`src/rtl/core/cpcc_pkg.sv`:
```
// Shared types, constants and helpers for the class pair confusion counter.
package cpcc_pkg;

   localparam int MAX_CLASSES = 16;
   localparam int COUNT_WIDTH = 32;
   localparam int SLOT_W = $clog2(MAX_CLASSES);
   localparam int CLS_W = $clog2(MAX_CLASSES + 1);
   localparam int MATRIX_SIDE = MAX_CLASSES + 1;
   localparam int CELLS = MATRIX_SIDE * MATRIX_SIDE;
   localparam int ADDR_W = $clog2(CELLS);
   localparam int SEARCH_STEPS = SLOT_W + 1;
   localparam int STEP_W = $clog2(SEARCH_STEPS + 1);
   localparam logic [COUNT_WIDTH-1:0] COUNT_MAX = {COUNT_WIDTH{1'b1}};

   localparam logic [1:0] KIND_LOAD_ONE = 2'd0;
   localparam logic [1:0] KIND_LOAD_TWO = 2'd1;
   localparam logic [1:0] KIND_PAIR = 2'd2;
   localparam logic [1:0] KIND_READ = 2'd3;

   localparam logic [1:0] CSR_REPORT = 2'd0;
   localparam logic [1:0] CSR_COUNT_ONE = 2'd1;
   localparam logic [1:0] CSR_COUNT_TWO = 2'd2;

   typedef enum logic [3:0] {
      ST_IDLE, ST_CLEAR, ST_SEARCH, ST_FINAL, ST_ENTRY, ST_CODE, ST_RD, ST_WR, ST_READ_WAIT
   } state_type;

   typedef struct packed {
      logic latch;
      logic clear_step;
      logic search_init;
      logic search_step;
      logic finalize;
      logic entry_read;
      logic code_calc;
      logic mem_read;
      logic mem_write;
      logic done;
   } ctrl_type;

   typedef struct packed {
      logic clear_last;
   } stat_type;

   // Compare of one value against one interval: 1 below, 0 inside, -1 above.
   function automatic logic [1:0] cmp_entry(logic signed [31:0] lo, logic signed [31:0] hi,
                                            logic signed [31:0] v);
      logic [1:0] r;
      if (v < lo) r = 2'b01;
      else if (lo < hi) r = (v < hi) ? 2'b00 : 2'b11;
      else r = (v > lo) ? 2'b11 : 2'b00;
      return r;
   endfunction

endpackage

```
`src/rtl/core/cpcc_ctrl.sv`:
```
// Controller state machine sequencing loads, searches and counter access.
module cpcc_ctrl import cpcc_pkg::*; (
   input  logic       clock,
   input  logic       reset,
   input  logic       start,
   input  logic [1:0] kind,
   input  stat_type   stat,
   output logic       busy,
   output ctrl_type   ctrl
);
   state_type state_ff, state_in;
   logic [STEP_W-1:0] step_ff, step_in;

   always_ff @(posedge clock) begin
      if (reset) begin
         state_ff <= ST_CLEAR;
         step_ff <= '0;
      end else begin
         state_ff <= state_in;
         step_ff <= step_in;
      end
   end

   always_comb begin
      state_in = state_ff;
      step_in = step_ff;
      ctrl = '0;
      busy = 1'b1;
      unique case (state_ff)
         ST_CLEAR: begin
            ctrl.clear_step = 1'b1;
            if (stat.clear_last) state_in = ST_IDLE;
         end
         ST_IDLE: begin
            busy = 1'b0;
            if (start) begin
               ctrl.latch = 1'b1;
               priority case (kind)
                  KIND_PAIR: begin
                     ctrl.search_init = 1'b1;
                     step_in = '0;
                     state_in = ST_SEARCH;
                  end
                  KIND_READ: state_in = ST_RD;
                  default: state_in = ST_READ_WAIT;
               endcase
            end
         end
         ST_SEARCH: begin
            ctrl.search_step = 1'b1;
            step_in = step_ff + 1'b1;
            if (step_ff == STEP_W'(SEARCH_STEPS - 1)) state_in = ST_FINAL;
         end
         ST_FINAL: begin
            ctrl.finalize = 1'b1;
            state_in = ST_ENTRY;
         end
         ST_ENTRY: begin
            ctrl.entry_read = 1'b1;
            state_in = ST_CODE;
         end
         ST_CODE: begin
            ctrl.code_calc = 1'b1;
            state_in = ST_RD;
         end
         ST_RD: begin
            ctrl.mem_read = 1'b1;
            state_in = ST_WR;
         end
         ST_WR: begin
            ctrl.mem_write = 1'b1;
            ctrl.done = 1'b1;
            state_in = ST_IDLE;
         end
         ST_READ_WAIT: begin
            ctrl.done = 1'b1;
            state_in = ST_IDLE;
         end
         default: state_in = ST_IDLE;
      endcase
   end

`ifndef SYNTH
   a_clear_to_idle: assert property (@(posedge clock) disable iff (reset)
      (state_ff == ST_CLEAR && stat.clear_last) |=> state_ff == ST_IDLE)
      else $error("clear pass did not end in idle");
   a_busy_after_start: assert property (@(posedge clock) disable iff (reset)
      (start && !busy) |=> busy)
      else $error("not busy after accepting an item");
   a_done_single: assert property (@(posedge clock) disable iff (reset)
      ctrl.done |=> !ctrl.done)
      else $error("two results in a row");
`endif
endmodule

```
`config.mk`:
```
export PLATFORM = sky130hd
export DESIGN_NAME = cpcc_ctrl
export DESIGN_NICKNAME = d
export VERILOG_FILES = /design/src/rtl/core/cpcc_pkg.sv /design/src/rtl/core/cpcc_ctrl.sv
export SDC_FILE = /design/constraint.sdc
export NUM_CORES = 1
export LEC_CHECK = 0
export ABC_AREA = 0
export BUFFER_PORTS_ARGS = -buffer_cell sky130_fd_sc_hd__buf_4
export CAP_MARGIN = 15
export CORE_AREA = 5 5 42 44
export CTS_BUF_LIST = sky130_fd_sc_hd__clkbuf_8
export CTS_CLUSTER_SIZE = 8
export DETAILED_ROUTE_END_ITERATION = 7
export DIE_AREA = 0 0 47 49
export HOLD_SLACK_MARGIN = 0.1
export SLEW_MARGIN = 0
export SYNTH_ARGS = -nofsm -noshare
export SYNTH_HDL_FRONTEND = slang
export SYNTH_SLANG_ARGS = --single-unit
```
`constraint.sdc`:
```
create_clock -name clock -period 2 [get_ports clock]
set_clock_uncertainty 0.05 [all_clocks]
set_input_delay 0.4 -clock clock [delete_from_list [all_inputs] [get_ports clock]]
set_output_delay 0.4 -clock clock [all_outputs]
set_load 0.1 [all_outputs]
```
==> impl_results.md <==
- Antenna Nets Post-Route: 0
- Postcts setup bufs: 0
- Post-Syn Nets: 60
- # nets final: 83
- CP Data Arrival Time: 1.56 ns
- Sequential area share after synthesis: 0.305
- Finished Core Util: 0.522
- Num rows: 14
- RSZ-0062 raised after global routing: true
- Most frequent cells in the layout: 21 x buf_4, 6 x inv_1, 6 x dfxtp_1
- Overflow after GRT: 0
- Total track usage: 0.111
- Worst Path Buf+Inv: 1
- Tot Pwr: 0.000582 W
- Worst hold path class: in2reg
- Least-Margin Pin Slew: 0.281 ns
- CP cell instances: or4_4 > nor3_4 > buf_12
- LEAKAGE: 0.310 nW
- Post-synth top flop: dfxtp_1
- Max VDD drop: around 0.4 mV
- Die area: ~2300 sq um
- Non-filler cells, final: 90
- Floorplan core area: around 1400 sq um
- YS warnings: 0
- Area Overhead vs Synth: 59.4%
- Fmax: 0.498 GHz
- Crit path launch: state_ff[3]
- Tcrit/Tclk final: 1.00
- RePlAce Congestion: roughly 0.68
- Fraction of layout cells with a size suffix above 1: 0.527
- Worst slew margin: 0.814
- Post-DP HPWL: between 800 and 900 um
- DR pass1 iterations: 2
- Clock slew at reported path FFs: approximately 0.04 ns
- I/O Pins: 17
- Pin count of the biggest net entering global routing: 11
- ANT cells: 0
- Avg WL per Cell: roughly 12 um
- Post-Route WL: approximately 1000 um
- Placed Cells: 86
- H-tree lvl count: 1
- Starting Density: 0.328
- CP required: about 1.6 ns
- Post-synthesis cell area: between 400 and 500 sq um
- CP Max Fanout: 4
- Crit path time final: about 2.0 ns
- Final Setup Violations: 1
- CP endpoint kind: primary output
- CP max stage delay: between 0.5 and 0.6 ns
- Pwr/cell area: between 700 and 800 nW/um^2
- Post-synth EDFFs: 0
- CP max stage cell: or4_4
- Vias: about 450
- DRC Markers: 0
- Clk sink count: 7
- Max cap viols: 0
- CTS Buffer Depth: 2
- Die width: 47 um
- Avg Cell Area, Syn: about 8.8 sq um
- Most common cell after layout, fill and taps aside: buf_4
- DR iter-0 viols: 2
- WS Path Type: reg2out
- Hold_sp: kind[1]
- Number of distinct library cells after synthesis: 27
- Synth Register Bits: 7
- CP delay by family, top: simple AND/OR/NAND/NOR gates
- CTS tree: done
- Clk_lat worst skew: between 0.2 and 0.25 ns
- Failing checks: negative setup slack
- Total CTS buffers: 3
- First-pass GRT wire length: 1860 um
- Final Slew Violations: 0
- Initial antenna violation count: 0
- Fin. Hold Viols: 0
- Syn Inst Count: 52
- Critical path startpoint category: flop
- Root Driver: clkbuf_8
- Port buffer count: 16
- Final worst slack: -0.00746 ns
- Worst R2R Start: state_ff[3]
- Vias per cell: around 5
- Vias in the first global route: between 400 and 500
- Post-synth ARST share: 0
- Die height: between 40 and 50 um
- Outcome: finished, violations left
-- power by group --
group | internal, W | total [W] | switching, W
sequential | 0.000148 | 0.000151 | 0.00000381
combinational | 0.0000689 | 0.000238 | 0.000169
clock | 0.000133 | 0.000193 | 0.0000601
-- logic make-up (layout without fill, tap and decap cells) --
kind of cell    Yosys count  count (layout)  synth area share
xor+xnor                  2               2            0.0382
buf+inv                   9              31             0.104
simple gates             23              23             0.346
fa+ha+maj                 2               2            0.0545
flops                     7               7             0.305
compound gates            9               9             0.153
-- flip-flops by register name, indices dropped and copies added (netlist names) --
signal / cells
state_ff: 4
step_ff: 3
-- cell type report --
class / instances / area, sq um
clock buffer: 3 / 41.3
clock inverter: 1 / 3.75
fill: 137 / 669
inverter: 5 / 18.8
multi-input combinational: 36 / 329
sequential: 7 / 141
tap: 16 / 20.0
timing repair buffer: 22 / 178
-- cells in the mapped netlist, types with 2 or more instances --
cell type | count | area [sq um]
ha_1 | 2 | 25.0
nand2_1 | 2 | 7.51
nand2b_1 | 2 | 12.5
xnor2_1 | 2 | 17.5
dfxtp_1 | 7 | 140
nor2_1 | 5 | 18.8
a31o_2 | 2 | 17.5
buf_2 | 2 | 10.0
inv_1 | 5 | 18.8
nand3b_1 | 2 | 15.0
nor3_1 | 5 | 25.0
-- timing repair --
action	4_1_cts	5_1_grt
endpoints found under the setup margin	2	1
hold endpoints to repair	0	0
hold buffers	0	0
pin swaps	0	0
gates resized for setup	4	1
-- through the flow --
step | hold WS (ns) | TNS [ns] | instance area, sq um | setup WS, ns
global route | 0.307 | -0.0598 | 732 | -0.0598
detailed placement | 0.434 | 0 | 671 | 0.183
floorplan | 0.421 | -2.65 | 523 | -0.505
finish | 0.303 | -0.00746 | 732 | -0.00746
global placement | 0.430 | 0 | 671 | 0.194
CTS | 0.309 | -0.00267 | 731 | -0.00267
-- final timing paths --
path,to,slack [ns],cells after the start
max,ctrl[7],-0.007,3
min,state_ff[3],0.30,2
max reg2reg,step_ff[1],0.49,4
min reg2reg,step_ff[1],0.44,2
-- metal layers --
metal	global-route usage	wire, um	vias to the layer above
li1	-	-	230
met1	0.137	446	208
met2	0.158	514	10
met3	0.0258	55	4
met4	0.0829	28	0
met5	0	0	-
Power figures use the tool's default switching activity.
